### src/ppd_pkg.sv
// shared types and constants of the publish payload deframer
package ppd_pkg;

    // buffer slot sizes of the surrounding system
    localparam int CMD_SLOT_BYTES = 256;
    localparam int RX_SLOT_BYTES  = 1024;

    // field and state widths
    localparam int BYTE_W   = 8;
    localparam int LIMIT_W  = 12;
    localparam int BUF_W    = 16;
    localparam int PKT_W    = 28;
    localparam int TOPIC_W  = 16;
    localparam int IDX_W    = 8;
    localparam int DIGIT_W  = 2;
    localparam int ERR_W    = 2;

    // derived limits
    localparam logic [LIMIT_W-1:0] KEEP_CAP    = LIMIT_W'(CMD_SLOT_BYTES - 3);
    localparam logic [BUF_W-1:0]   BUF_MAX     = BUF_W'(RX_SLOT_BYTES - 2);
    localparam logic [LIMIT_W-1:0] LIMIT_RESET = LIMIT_W'(253);

    // configuration register indexes
    localparam logic REG_PAYLOAD_LIMIT = 1'b0;

    // parser phases
    typedef enum logic [2:0] {
        PH_LEN_HI     = 3'd0,
        PH_LEN_LO     = 3'd1,
        PH_HEADER     = 3'd2,
        PH_REMLEN     = 3'd3,
        PH_TOPIC_HI   = 3'd4,
        PH_TOPIC_LO   = 3'd5,
        PH_TOPIC_SKIP = 3'd6,
        PH_PAYLOAD    = 3'd7
    } t_phase;

    // result error codes
    typedef enum logic [ERR_W-1:0] {
        ERR_OK       = 2'd0,
        ERR_LEN_LONG = 2'd1,
        ERR_TOPIC    = 2'd2,
        ERR_OVERRUN  = 2'd3
    } t_err;

    // one result item
    typedef struct packed {
        logic [BYTE_W-1:0] out_byte;
        logic              byte_valid;
        logic              payload_last;
        logic [IDX_W-1:0]  packet_number;
        t_err              error_code;
    } t_result;

endpackage

### src/ppd_parser.sv
// per-byte packet parser: state registers and next-state logic
module ppd_parser (
    input  logic                        i_clk,
    input  logic                        i_rst_n,
    input  logic                        i_accept,
    input  logic [ppd_pkg::BYTE_W-1:0]  i_in_byte,
    input  logic                        i_buffer_start,
    input  logic [ppd_pkg::LIMIT_W-1:0] i_payload_limit,
    output logic                        o_res_valid,
    output ppd_pkg::t_result            o_res
);
    import ppd_pkg::*;

    t_phase              r_phase,  n_phase;
    logic [BUF_W-1:0]    r_buf,    n_buf;
    logic [PKT_W-1:0]    r_pkt,    n_pkt;
    logic [DIGIT_W-1:0]  r_cnt,    n_cnt;
    logic [TOPIC_W-1:0]  r_topic,  n_topic;
    logic [LIMIT_W-1:0]  r_kept,   n_kept;
    logic [IDX_W-1:0]    r_idx,    n_idx;

    logic [BUF_W-1:0]    buf_dec;
    logic [PKT_W-1:0]    pkt_dec;
    logic [TOPIC_W-1:0]  topic_dec;
    logic [BUF_W-1:0]    len_full;
    logic [TOPIC_W-1:0]  topic_full;
    logic [PKT_W-1:0]    digit_shifted;
    logic [PKT_W-1:0]    pkt_merged;
    logic [LIMIT_W-1:0]  keep_limit;
    logic                topic_done;
    logic                pkt_end;

    // clamp of the configured limit to the command slot
    assign keep_limit = (i_payload_limit < KEEP_CAP) ? i_payload_limit : KEEP_CAP;

    assign buf_dec    = r_buf - BUF_W'(1);
    assign pkt_dec    = r_pkt - PKT_W'(1);
    assign topic_dec  = r_topic - TOPIC_W'(1);
    assign len_full   = {r_buf[BUF_W-1:BYTE_W], i_in_byte};
    assign topic_full = {r_topic[TOPIC_W-1:BYTE_W], i_in_byte};

    // place one 7-bit length digit
    always_comb begin
        case (r_cnt)
            2'd0:    digit_shifted = PKT_W'(i_in_byte[6:0]);
            2'd1:    digit_shifted = PKT_W'(i_in_byte[6:0]) << 7;
            2'd2:    digit_shifted = PKT_W'(i_in_byte[6:0]) << 14;
            default: digit_shifted = PKT_W'(i_in_byte[6:0]) << 21;
        endcase
    end
    assign pkt_merged = r_pkt | digit_shifted;

    // next state and result for the byte being transferred
    always_comb begin
        n_phase    = r_phase;
        n_buf      = r_buf;
        n_pkt      = r_pkt;
        n_cnt      = r_cnt;
        n_topic    = r_topic;
        n_kept     = r_kept;
        n_idx      = r_idx;
        topic_done = 1'b0;
        pkt_end    = 1'b0;
        o_res_valid = 1'b0;
        o_res.out_byte      = '0;
        o_res.byte_valid    = 1'b0;
        o_res.payload_last  = 1'b0;
        o_res.packet_number = r_idx;
        o_res.error_code    = ERR_OK;

        if (i_buffer_start) begin
            n_buf   = {i_in_byte, {BYTE_W{1'b0}}};
            n_idx   = '0;
            n_phase = PH_LEN_LO;
        end else if (r_phase == PH_LEN_HI) begin
            // idle byte between buffers
        end else if (r_phase == PH_LEN_LO) begin
            n_buf = len_full;
            n_idx = '0;
            o_res.packet_number = '0;
            if (len_full == '0) begin
                n_phase = PH_LEN_HI;
            end else if (len_full > BUF_MAX) begin
                o_res_valid        = 1'b1;
                o_res.payload_last = 1'b1;
                o_res.error_code   = ERR_OVERRUN;
                n_phase            = PH_LEN_HI;
            end else begin
                n_phase = PH_HEADER;
            end
        end else if (r_buf == '0) begin
            // packet byte past the end of the buffer
            o_res_valid        = 1'b1;
            o_res.payload_last = 1'b1;
            o_res.error_code   = ERR_OVERRUN;
            n_phase            = PH_LEN_HI;
        end else begin
            n_buf = buf_dec;
            case (r_phase)
                PH_HEADER: begin
                    n_pkt   = '0;
                    n_cnt   = '0;
                    n_topic = '0;
                    n_kept  = '0;
                    n_phase = PH_REMLEN;
                end
                PH_REMLEN: begin
                    n_pkt = pkt_merged;
                    if (i_in_byte[7]) begin
                        if (r_cnt == 2'd3) begin
                            o_res_valid        = 1'b1;
                            o_res.payload_last = 1'b1;
                            o_res.error_code   = ERR_LEN_LONG;
                            n_phase            = PH_LEN_HI;
                        end else begin
                            n_cnt = r_cnt + 2'd1;
                        end
                    end else if (pkt_merged > PKT_W'(buf_dec)) begin
                        o_res_valid        = 1'b1;
                        o_res.payload_last = 1'b1;
                        o_res.error_code   = ERR_OVERRUN;
                        n_phase            = PH_LEN_HI;
                    end else if (pkt_merged < PKT_W'(2)) begin
                        o_res_valid        = 1'b1;
                        o_res.payload_last = 1'b1;
                        o_res.error_code   = ERR_TOPIC;
                        n_phase            = PH_LEN_HI;
                    end else begin
                        n_phase = PH_TOPIC_HI;
                    end
                end
                PH_TOPIC_HI: begin
                    n_topic = {i_in_byte, {BYTE_W{1'b0}}};
                    n_pkt   = pkt_dec;
                    n_phase = PH_TOPIC_LO;
                end
                PH_TOPIC_LO: begin
                    n_topic = topic_full;
                    n_pkt   = pkt_dec;
                    if (PKT_W'(topic_full) > pkt_dec) begin
                        o_res_valid        = 1'b1;
                        o_res.payload_last = 1'b1;
                        o_res.error_code   = ERR_TOPIC;
                        n_phase            = PH_LEN_HI;
                    end else if (topic_full != '0) begin
                        n_phase = PH_TOPIC_SKIP;
                    end else begin
                        topic_done = 1'b1;
                    end
                end
                PH_TOPIC_SKIP: begin
                    n_topic = topic_dec;
                    n_pkt   = pkt_dec;
                    if (topic_dec == '0) begin
                        topic_done = 1'b1;
                    end
                end
                PH_PAYLOAD: begin
                    n_pkt   = pkt_dec;
                    pkt_end = (pkt_dec == '0);
                    if (r_kept < keep_limit) begin
                        n_kept             = r_kept + LIMIT_W'(1);
                        o_res_valid        = 1'b1;
                        o_res.out_byte     = i_in_byte;
                        o_res.byte_valid   = 1'b1;
                        o_res.payload_last = pkt_end;
                    end else if (pkt_end) begin
                        o_res_valid        = 1'b1;
                        o_res.payload_last = 1'b1;
                    end
                end
                default: begin
                end
            endcase

            // topic skipped: empty packet ends here, else payload follows
            if (topic_done) begin
                if (n_pkt == '0) begin
                    o_res_valid        = 1'b1;
                    o_res.payload_last = 1'b1;
                    pkt_end            = 1'b1;
                end else begin
                    n_phase = PH_PAYLOAD;
                end
            end

            // packet finished: next packet or wait for a new buffer
            if (pkt_end) begin
                n_idx   = r_idx + IDX_W'(1);
                n_phase = (buf_dec == '0) ? PH_LEN_HI : PH_HEADER;
            end
        end
    end

    // state registers
    always_ff @(posedge i_clk) begin
        if (!i_rst_n) begin
            r_phase <= PH_LEN_HI;
            r_buf   <= '0;
            r_pkt   <= '0;
            r_cnt   <= '0;
            r_topic <= '0;
            r_kept  <= '0;
            r_idx   <= '0;
        end else if (i_accept) begin
            r_phase <= n_phase;
            r_buf   <= n_buf;
            r_pkt   <= n_pkt;
            r_cnt   <= n_cnt;
            r_topic <= n_topic;
            r_kept  <= n_kept;
            r_idx   <= n_idx;
        end
    end

    // an error result always sends the parser back to waiting for a buffer
    a_err_to_idle: assert property (@(posedge i_clk) disable iff (!i_rst_n)
        (i_accept && o_res_valid && o_res.error_code != ERR_OK) |=> r_phase == PH_LEN_HI)
        else $error("parser did not return to idle after an error result");

    // every result carries a kept byte or ends a packet
    a_res_useful: assert property (@(posedge i_clk) disable iff (!i_rst_n)
        o_res_valid |-> (o_res.byte_valid || o_res.payload_last))
        else $error("result with neither a byte nor an end mark");

    // error results never carry a payload byte
    a_err_no_byte: assert property (@(posedge i_clk) disable iff (!i_rst_n)
        (o_res_valid && o_res.error_code != ERR_OK) |-> !o_res.byte_valid)
        else $error("error result carries a payload byte");

endmodule

### src/ppd_out_buf.sv
// two-entry output buffer: result register plus skid register
module ppd_out_buf (
    input  logic             i_clk,
    input  logic             i_rst_n,
    input  logic             i_push,
    input  ppd_pkg::t_result i_res,
    output logic             o_ready,
    output logic             o_valid,
    input  logic             i_ready,
    output ppd_pkg::t_result o_res
);
    import ppd_pkg::*;

    logic    r_main_valid;
    logic    r_skid_valid;
    t_result r_main;
    t_result r_skid;
    logic    pop;

    assign pop     = r_main_valid && i_ready;
    assign o_valid = r_main_valid;
    assign o_res   = r_main;
    assign o_ready = !r_skid_valid;

    // valid flags
    always_ff @(posedge i_clk) begin
        if (!i_rst_n) begin
            r_main_valid <= 1'b0;
            r_skid_valid <= 1'b0;
        end else if (r_skid_valid) begin
            if (pop) begin
                r_skid_valid <= 1'b0;
            end
        end else if (i_push) begin
            if (r_main_valid && !pop) begin
                r_skid_valid <= 1'b1;
            end else begin
                r_main_valid <= 1'b1;
            end
        end else if (pop) begin
            r_main_valid <= 1'b0;
        end
    end

    // payload registers
    always_ff @(posedge i_clk) begin
        if (r_skid_valid) begin
            if (pop) begin
                r_main <= r_skid;
            end
        end else if (i_push) begin
            if (r_main_valid && !pop) begin
                r_skid <= i_res;
            end else begin
                r_main <= i_res;
            end
        end
    end

    // skid entry only holds data behind a waiting result
    a_skid_behind_main: assert property (@(posedge i_clk) disable iff (!i_rst_n)
        r_skid_valid |-> r_main_valid)
        else $error("skid entry filled while result register empty");

    // a transfer out of a full buffer moves the skid entry forward
    a_skid_moves: assert property (@(posedge i_clk) disable iff (!i_rst_n)
        (r_skid_valid && pop) |=> (r_main_valid && !r_skid_valid))
        else $error("skid entry lost on output transfer");

    // a push into a busy, stalled result register lands in the skid entry
    a_push_kept: assert property (@(posedge i_clk) disable iff (!i_rst_n)
        (i_push && o_ready && r_main_valid && !i_ready) |=> r_skid_valid)
        else $error("result dropped while output stalled");

endmodule

### src/publish_payload_deframer.sv
// top level of the publish payload deframer: config register, parser, output buffer
//
// Usage: a received buffer is fed one byte per transfer on the input channel
// (i_valid/o_ready, i_in_byte, i_buffer_start set on the length high byte).
// The buffer holds a 16-bit big-endian total length and then back-to-back
// PUBLISH packets; payload bytes come out on the output channel
// (o_valid/i_ready), one result per kept byte, with o_payload_last on the
// result that ends a packet and o_error_code on a malformed buffer.
// Each result is registered in the result register, or in the skid register.
// Throughput: one byte per cycle while o_ready is high, one parser update per byte.
// The output side has a result register and a skid register; when the
// receiver stalls, one more result is absorbed and then o_ready drops until
// the receiver takes a result. While the skid register is full every byte
// waits, including bytes that make no result.
// Reset (synchronous, active low) empties both output entries, returns the
// parser to waiting for a buffer and sets payload_limit to 253. payload_limit
// is at APB byte address 0 and is to be written while idle; the block does not enforce it.
module publish_payload_deframer (
    input  logic                        i_clk,
    input  logic                        i_rst_n,
    // input channel
    input  logic                        i_valid,
    output logic                        o_ready,
    input  logic [ppd_pkg::BYTE_W-1:0]  i_in_byte,
    input  logic                        i_buffer_start,
    // output channel
    output logic                        o_valid,
    input  logic                        i_ready,
    output logic [ppd_pkg::BYTE_W-1:0]  o_out_byte,
    output logic                        o_byte_valid,
    output logic                        o_payload_last,
    output logic [ppd_pkg::IDX_W-1:0]   o_packet_number,
    output logic [ppd_pkg::ERR_W-1:0]   o_error_code,
    // configuration port
    input  logic                        psel,
    input  logic                        penable,
    input  logic                        pwrite,
    input  logic [2:0]                  paddr,
    input  logic [31:0]                 pwdata,
    output logic [31:0]                 prdata,
    output logic                        pready
);
    import ppd_pkg::*;

    logic [LIMIT_W-1:0] r_payload_limit;
    logic               in_accept;
    logic               res_valid;
    t_result            res;
    t_result            out_res;

    // configuration register
    assign pready = 1'b1;
    always_ff @(posedge i_clk) begin
        if (!i_rst_n) begin
            r_payload_limit <= LIMIT_RESET;
        end else if (psel && penable && pwrite && pready && paddr[2] == REG_PAYLOAD_LIMIT) begin
            r_payload_limit <= pwdata[LIMIT_W-1:0];
        end
    end
    assign prdata = (paddr[2] == REG_PAYLOAD_LIMIT) ? {{(32-LIMIT_W){1'b0}}, r_payload_limit}
                                                    : 32'd0;

    assign in_accept = i_valid && o_ready;

    // byte parser
    ppd_parser u_parser (
        .i_clk           (i_clk),
        .i_rst_n         (i_rst_n),
        .i_accept        (in_accept),
        .i_in_byte       (i_in_byte),
        .i_buffer_start  (i_buffer_start),
        .i_payload_limit (r_payload_limit),
        .o_res_valid     (res_valid),
        .o_res           (res)
    );

    // output buffer
    ppd_out_buf u_out_buf (
        .i_clk   (i_clk),
        .i_rst_n (i_rst_n),
        .i_push  (in_accept && res_valid),
        .i_res   (res),
        .o_ready (o_ready),
        .o_valid (o_valid),
        .i_ready (i_ready),
        .o_res   (out_res)
    );

    assign o_out_byte      = out_res.out_byte;
    assign o_byte_valid    = out_res.byte_valid;
    assign o_payload_last  = out_res.payload_last;
    assign o_packet_number = out_res.packet_number;
    assign o_error_code    = out_res.error_code;

    // a kept byte is never flagged with an error
    a_out_clean_byte: assert property (@(posedge i_clk) disable iff (!i_rst_n)
        (o_valid && o_byte_valid) |-> o_error_code == ERR_OK)
        else $error("payload byte delivered with an error code");

    // input is refused only while results wait for the receiver
    a_ready_only_stalled: assert property (@(posedge i_clk) disable iff (!i_rst_n)
        !o_ready |-> o_valid)
        else $error("input refused with no result pending");

    // a result the receiver refuses stays on the output
    a_stall_holds: assert property (@(posedge i_clk) disable iff (!i_rst_n)
        (o_valid && !i_ready) |=> (o_valid && $stable(o_payload_last)))
        else $error("stalled result changed");

endmodule
### config.mk
export PLATFORM = sky130hd
export DESIGN_NAME = publish_payload_deframer
export DESIGN_NICKNAME = d
export VERILOG_FILES = /design/src/ppd_pkg.sv /design/src/ppd_parser.sv /design/src/ppd_out_buf.sv /design/src/publish_payload_deframer.sv
export SDC_FILE = /design/constraint.sdc
export NUM_CORES = 1
export LEC_CHECK = 0
export BUFFER_PORTS_ARGS = -buffer_cell sky130_fd_sc_hd__buf_2
export CORE_MARGIN = 3
export CORE_UTILIZATION = 25
export CTS_CLUSTER_SIZE = 14
export DETAILED_ROUTE_END_ITERATION = 6
export SLEW_MARGIN = 20
export SYNTH_ARGS = -nofsm -noshare
export SYNTH_HDL_FRONTEND = slang
export SYNTH_SLANG_ARGS = --single-unit
### constraint.sdc
create_clock -name i_clk -period 6.6 [get_ports i_clk]
set_input_delay 1.65 -clock i_clk [delete_from_list [all_inputs] [get_ports i_clk]]
set_output_delay 1.65 -clock i_clk [all_outputs]
set_load 0.03 [all_outputs]
[Yosys cells after proc, flatten, opt, wreduce, memory -nomap -nowiden]
Index checks and enable logic that the tools add are counted.
Operators by class
  $add $sub $neg: 6
  magnitude comparators: 6
  equal/unequal tests: 20
  mux-type cells: 105
  bitwise operators: 8
  reduce and logical (&&, ||, !) cells: 38
Operators by type and width (number)
  $pmux 28 s3: 2
  $mux 20: 6
  $mux 28: 4
  $logic_not 16->1: 4
  $mux 16: 4
  $pmux 16 s4: 1
  $logic_not 28->1: 2
  $mux 8: 6
  $mux 1: 42
  $mux 3: 14
  $mux 12: 3
  $mux 9: 4
  $sub 16x1->16 const B: 2
  $gt 16x28->1: 1
  $gt 28x16->1: 1
  $lt 28x2->1 const B: 1
  $or 28x28->28: 1
  $sub 28x1->28 const B: 1
  $mux 2: 12
  $pmux 12 s2: 1
  $gt 16x10->1 const B: 1
  $reduce_bool 16->1: 1
  $ne 2x2->1 const B: 7
  $reduce_and 7->1: 2
  other kinds (31): 60
Storage, ports and cells
  register bits: 139
  input bits: 51
  word-level logic and storage cells: 205

[Logic depth before layout (Yosys ltp)]
  depth in word-level cells: 20
  mapped depth: 18
  depth with buffers taken out: 15

[Cells and area by module]
Synthesis repeated with hierarchy kept, for this count alone.
Unflattened totals
  cell total of the unflattened synthesis: 1353
  area total of the unflattened synthesis: 10820.4 µm²
By module, submodules not included
  ppd_parser: times used 1, cells an instance 1185, area each 8376.8 µm²
  ppd_out_buf: times used 1, cells an instance 77, area each 1654.1 µm²
  publish_payload_deframer: times used 1, cells an instance 91, area each 789.5 µm²

[Worst setup path after synthesis]
OpenSTA, ideal clock, no wires.
  path type: input -> register
  start point: input i_in_byte[5] in the netlist's numbering
  end point: register u_out_buf.r_skid[0] in the netlist's numbering, enable pin
  arrival time: 5.662 ns
  required time: 6.152 ns
  slack: 0.490 ns
  stages: 9
  cells stage by stage: or4_1 -> or4_1 -> nor4_1 -> nand2_1 -> a31oi_1 -> nor3_1 -> nor3_1 -> nor3_2 -> nor4_1
Between the ends
  longest elaborated chain between the ends: 16
  elaborated cells between the ends (all ways): 36
  those cells by class: order compare: 4; mux: 26; bitwise: 1; reduce/logical: 5
RTL lines
  start, declared: line publish_payload_deframer.sv:24  | input logic [ppd_pkg::BYTE_W-1:0] i_in_byte,
  branches (longest 11 deep; another with $lt 28x2->1)
  $mux 1 (*): line ppd_parser.sv:77  | end else if (r_phase == PH_LEN_LO) begin
  $mux 1 (*): line ppd_parser.sv:75  | end else if (r_phase == PH_LEN_HI) begin
  $mux 1 (*): line ppd_parser.sv:71  | if (i_buffer_start) begin
  $logic_and 1x1->1 (*): line publish_payload_deframer.sv:81  | .i_push (in_accept && res_valid),
  $reduce_and 3->1 (no source line) (*)
  end signal, assigned: line ppd_out_buf.sv:53  | r_skid <= i_res;
  end, declared: line ppd_out_buf.sv:17  | t_result r_skid;
Every way passes the cells marked *. The select of a mux whose other input is x is not followed.
A chain may end at the register's enable or synchronous reset.

[Final worst setup path]
  start point: register u_parser.r_pkt[0]
  end point: register u_parser.r_idx[2]
Between the ends
  longest elaborated chain between the ends: 15
  elaborated cells between the ends (all ways): 25
  those cells by class: add/sub: 1; order compare: 1; mux: 18; bitwise: 1; reduce/logical: 4
RTL lines
  start, declared: line ppd_parser.sv:16  | logic [PKT_W-1:0] r_pkt, n_pkt;
  start signal, assigned: line ppd_parser.sv:208  | r_pkt <= n_pkt;
  $sub 28x1->28 / $or 28x28->28 (equally long branches): line ppd_parser.sv:37, ppd_parser.sv:51
  $gt 16x28->1 / $pmux 28 s3 (equally long branches): line ppd_parser.sv:140, ppd_parser.sv:99
  $mux 1 / $mux 28 (equally long branches): line ppd_parser.sv:140, ppd_parser.sv:91
  $pmux 1 s2 / $mux 28 (equally long branches): line ppd_parser.sv:99, ppd_parser.sv:77
  $mux 1 / $mux 28 (equally long branches): line ppd_parser.sv:91, ppd_parser.sv:75
  $mux 1 / $mux 28 (equally long branches): line ppd_parser.sv:77, ppd_parser.sv:71
  $mux 1 / $logic_not 28->1 (equally long branches): line ppd_parser.sv:75, ppd_parser.sv:178
  $mux 1, on equally long branches: line ppd_parser.sv:71, ppd_parser.sv:178
  $mux 1 (*): line ppd_parser.sv:177  | if (topic_done) begin
  $mux 1 (*): line ppd_parser.sv:91  | end else if (r_buf == '0) begin
  $mux 1 (*): line ppd_parser.sv:77
  $mux 1 (*): line ppd_parser.sv:75
  $mux 1 (*): line ppd_parser.sv:71
  $reduce_bool 3->1 (no source line) (*)
  $reduce_and 4->1 (no source line) (*)
  end signal, assigned: line ppd_parser.sv:212  | r_idx <= n_idx;
  end, declared: line ppd_parser.sv:20  | logic [IDX_W-1:0] r_idx, n_idx;
Every way passes the cells marked *; elsewhere a longest branch is shown, timed or not. The select of a mux whose other input is x is not followed.

==> results.toml <==
[min_path]
min_delay_worst_endpoint = "u_parser.r_idx[7]"
hp-start = "u_parser.r_idx[7]"
hold_class = "reg -> reg"
holdPathStages = 1

[power]
power.clock.fraction_pct = 43.4
seq_power_share_pct = 40.0
power_per_cell_area_mw_per_mm2 = 193
p_switching_mw = 0.742
power.combinational.fraction_pct = 16.6
switching_share_pct = 32.9
max-vdd-ir-drop_uv = 165
cell_internal_pwr_mw = 1.52
p_leak_nw = 4.59
pwr_total_mw = 2.26

[worst_setup_path]
cp.required_ns = 6.93
startpoint_of_the_worst_setup_timing_path = "u_parser.r_pkt[0]"
critical_path.startpoint_type = "flop"
crit_slowest_cell = "sky130_fd_sc_hd__o32ai_2"
r2r_end = "u_parser.r_idx[2]"
critPathCaptureType = "flop"
worst-endpoint-arrival_ns = 5.46
rr_startpoint = "u_parser.r_pkt[0]"
crit_path_max_fanout = 13
number_of_buffer_and_inverter_stages_on_the_critical_path = 1
critical-path-max-stage-delay_ns = 0.82
setup.worst_path.class = "reg -> reg"
critical-path-top-delay-family = "simple AND/OR/NAND/NOR gates"
worstRegToRegCells = 14
cp_cell_sequence = "inv_1 -> ha_1 -> or4b_2 -> nor4_1 -> xnor2_1 -> ha_1 -> nand4_1 -> nor4_1 -> nor3_1 -> a21oi_1 -> o31ai_1 -> o32ai_2 -> a21oi_1 -> a31o_2"
reg2reg_slack_ns = 1.47

[detailed_routing]
detailroute.wirelength.met3_mm = 2.88
drt_pre_antenna_iters = 6
post_drt_wl_per_cell_um = 18.6
drt-initial-drc-count = 999
dr_wl_met2_mm = 16.0
wirelength_met1_mm = 15.0
detail_route.wirelength_mm = 34.7
num_vias = 10300
avgViaCountPerCell = 5.53
remaining_drc_errors = 0
antenna_violating_nets_post_route = 0
highest_layer = "met4"

[die]
rows = 74
pin_count = 106
die_h_um = 210
initial_utilization_pct = 25.4
fp.dieW_um = 210
core_region_area_mm2 = 0.0410
design.die.area_mm2 = 0.0441

[cells_and_area]
fin_util_pct = 28.5
layout_common_cells = "126 x sky130_fd_sc_hd__nor2_1, 116 x sky130_fd_sc_hd__nand2_1, 101 x sky130_fd_sc_hd__a21oi_1"
design.final.nets = 1428
seq_area_mm2 = 0.00318
nFillCells = 4365
multi_input_area_mm2 = 0.00669
synthToLayoutAreaGrowth_pct = 12.3
drive_gt1_share_pct = 12.6
most_frequent_standard_cell_in_the_layout_excluding_fill_and_tap_cells = "sky130_fd_sc_hd__nor2_1"
antennaDiodeCount = 0

[synthesis]
yosysSeqAreaShare_pct = 30.6
postSynth.asyncResetShare_pct = 0
dominantRegCellSynth = "sky130_fd_sc_hd__dfxtp_1"
ys_seq_elements = 139
post_synth_inst_count = 1318
synthesis.area_per_instance_um2 = 7.90
synth-edff-count = 40
syn-cell-area_mm2 = 0.0104
post_synth_num_cell_types = 83
yosys_warnings = 0

[global_route]
largest_net_degree_at_the_start_of_global_routing = 75
grt_first_pass_wirelength_mm = 55.1
overflow = 0
antenna_found_initial = 0
grt_usage_pct = 15.4
via_count_of_the_first_global_routing_pass = 9730

[cts]
h-tree-depth = 4
cts.hold.buffers_added = 0
post-cts-setup-buffers = 0
cts.clk_slew.worst_paths_ns = 0.08
cts.sinks = 139
tritoncts = "yes"
clock-root-buffer = "sky130_fd_sc_hd__clkbuf_16"
cts_resized = 0
clk_path_buf_depth = 2
cts_buffers = 17
worst_skew_pair_later_pin_latency_ns = 0.45

[sta]
hold_ws_ns = 0.461
hold_viol = 0
number_of_failing_setup_endpoints_in_the_final_timing_report = 0
worst_slack_ns = 1.47
finalCritPeriodShare_pct = 77.7
fin_crit_ns = 5.13
slew_violations = 0
timing.max_slew.rel_slack_pct = 34.3
clock.fmax_mhz = 195
totalNegativeSetupSlack_ns = 0
setup_repair_after_global_routing_missed_its_margin = "no"
final.setup_skew_ns = 0.0193
tightestPinTransition_ns = 0.986

[outcome]
outcome = "completed"

[run]
timing.max_cap.violations = 0

[placement]
place_congestion = 0.956
detailed_place_hpwl_mm = 24.3
place_worst_setup_slack_ns = 1.29
placement.io_buffers = 62
-- flip-flops by register name, indices dropped and copies added, names as in the netlist --
name,flops
u_parser.r_topic,16
u_out_buf.r_skid_valid,1
u_out_buf.r_skid,20
r_payload_limit,12
u_out_buf.o_res,20
u_parser.r_cnt,2
u_out_buf.o_valid,1
u_parser.r_idx,8
u_parser.r_kept,12
u_parser.r_pkt,28
u_parser.r_phase,3
u_parser.r_buf,16
-- area by class of cell --
type,instances,share of cell area [%]
Clock inverter,15,1.54
Tap cell,532,5.69
Inverter,31,0.995
Timing Repair Buffer,79,3.74
Sequential cell,139,27.2
Multi-Input combinational cell,1054,57.2
Clock buffer,17,3.64
-- through the flow --
step           cell area (um^2)  instances
2_1_floorplan             10500       1341
3_3_place_gp              11100       1835
3_5_place_dp              11100       1835
4_1_cts                   11700       1867
5_1_grt                   11700       1867
6_report                  11700       1867
-- kinds of logic after synthesis --
family          share of synthesized area, %
other cells                           0.0721
mux                                     2.64
simple gates                            27.2
xor+xnor                                4.00
flops                                   30.6
buf+inv                                 6.43
compound gates                          22.5
fa+ha+maj                               6.61
-- power groups by stage --
stage          Sequential (mW)  Combinational [mW]  Clock [mW]
6_report                 0.904               0.375       0.979
5_1_grt                  0.905               0.411        1.04
4_1_cts                  0.903               0.368       0.998
3_5_place_dp             0.923               0.364           0
3_3_place_gp             0.922               0.361           0
2_1_floorplan            0.925               0.264           0
-- synth_stat cells, drive strengths merged, types with 12 or more instances --
cell | instances | area [um^2]
nand3 | 37 | 190
or2 | 15 | 96.3
nor4 | 24 | 171
or4 | 12 | 90.1
a211oi | 29 | 218
nor2b | 23 | 144
mux2 | 20 | 225
nand4 | 32 | 200
dfxtp | 99 | 1980
a21o | 20 | 150
a21oi | 101 | 505
a22oi | 23 | 173
o211ai | 16 | 120
nand2 | 116 | 435
and2 | 23 | 144
o21ai | 71 | 355
edfxtp | 40 | 1200
a31oi | 17 | 106
nor2 | 126 | 473
xor2 | 20 | 175
or3 | 22 | 138
xnor2 | 25 | 219
ha | 55 | 688
buf | 38 | 255
clkbuf | 79 | 298
nor3 | 58 | 305
inv | 29 | 109
-- worst max-delay path by stage --
stage,end,slack [ns],cells past startpoint
floorplan,u_out_buf.r_skid[0],0.49,9
global placement,u_out_buf.o_res[13],1.39,13
detailed placement,u_parser.r_idx[2],1.29,10
CTS,u_parser.r_idx[2],1.59,14
global route,u_parser.r_idx[2],1.26,14
finish,u_parser.r_idx[2],1.47,14
-- metal layers --
layer / vias up / GRT usage [%]
li1: 4846 / -
met1: 4886 / 20.9
met2: 503 / 24.9
met3: 81 / 3.02
met4: 0 / 4.65
met5: - / 0
(Power assumes the default switching activity.)
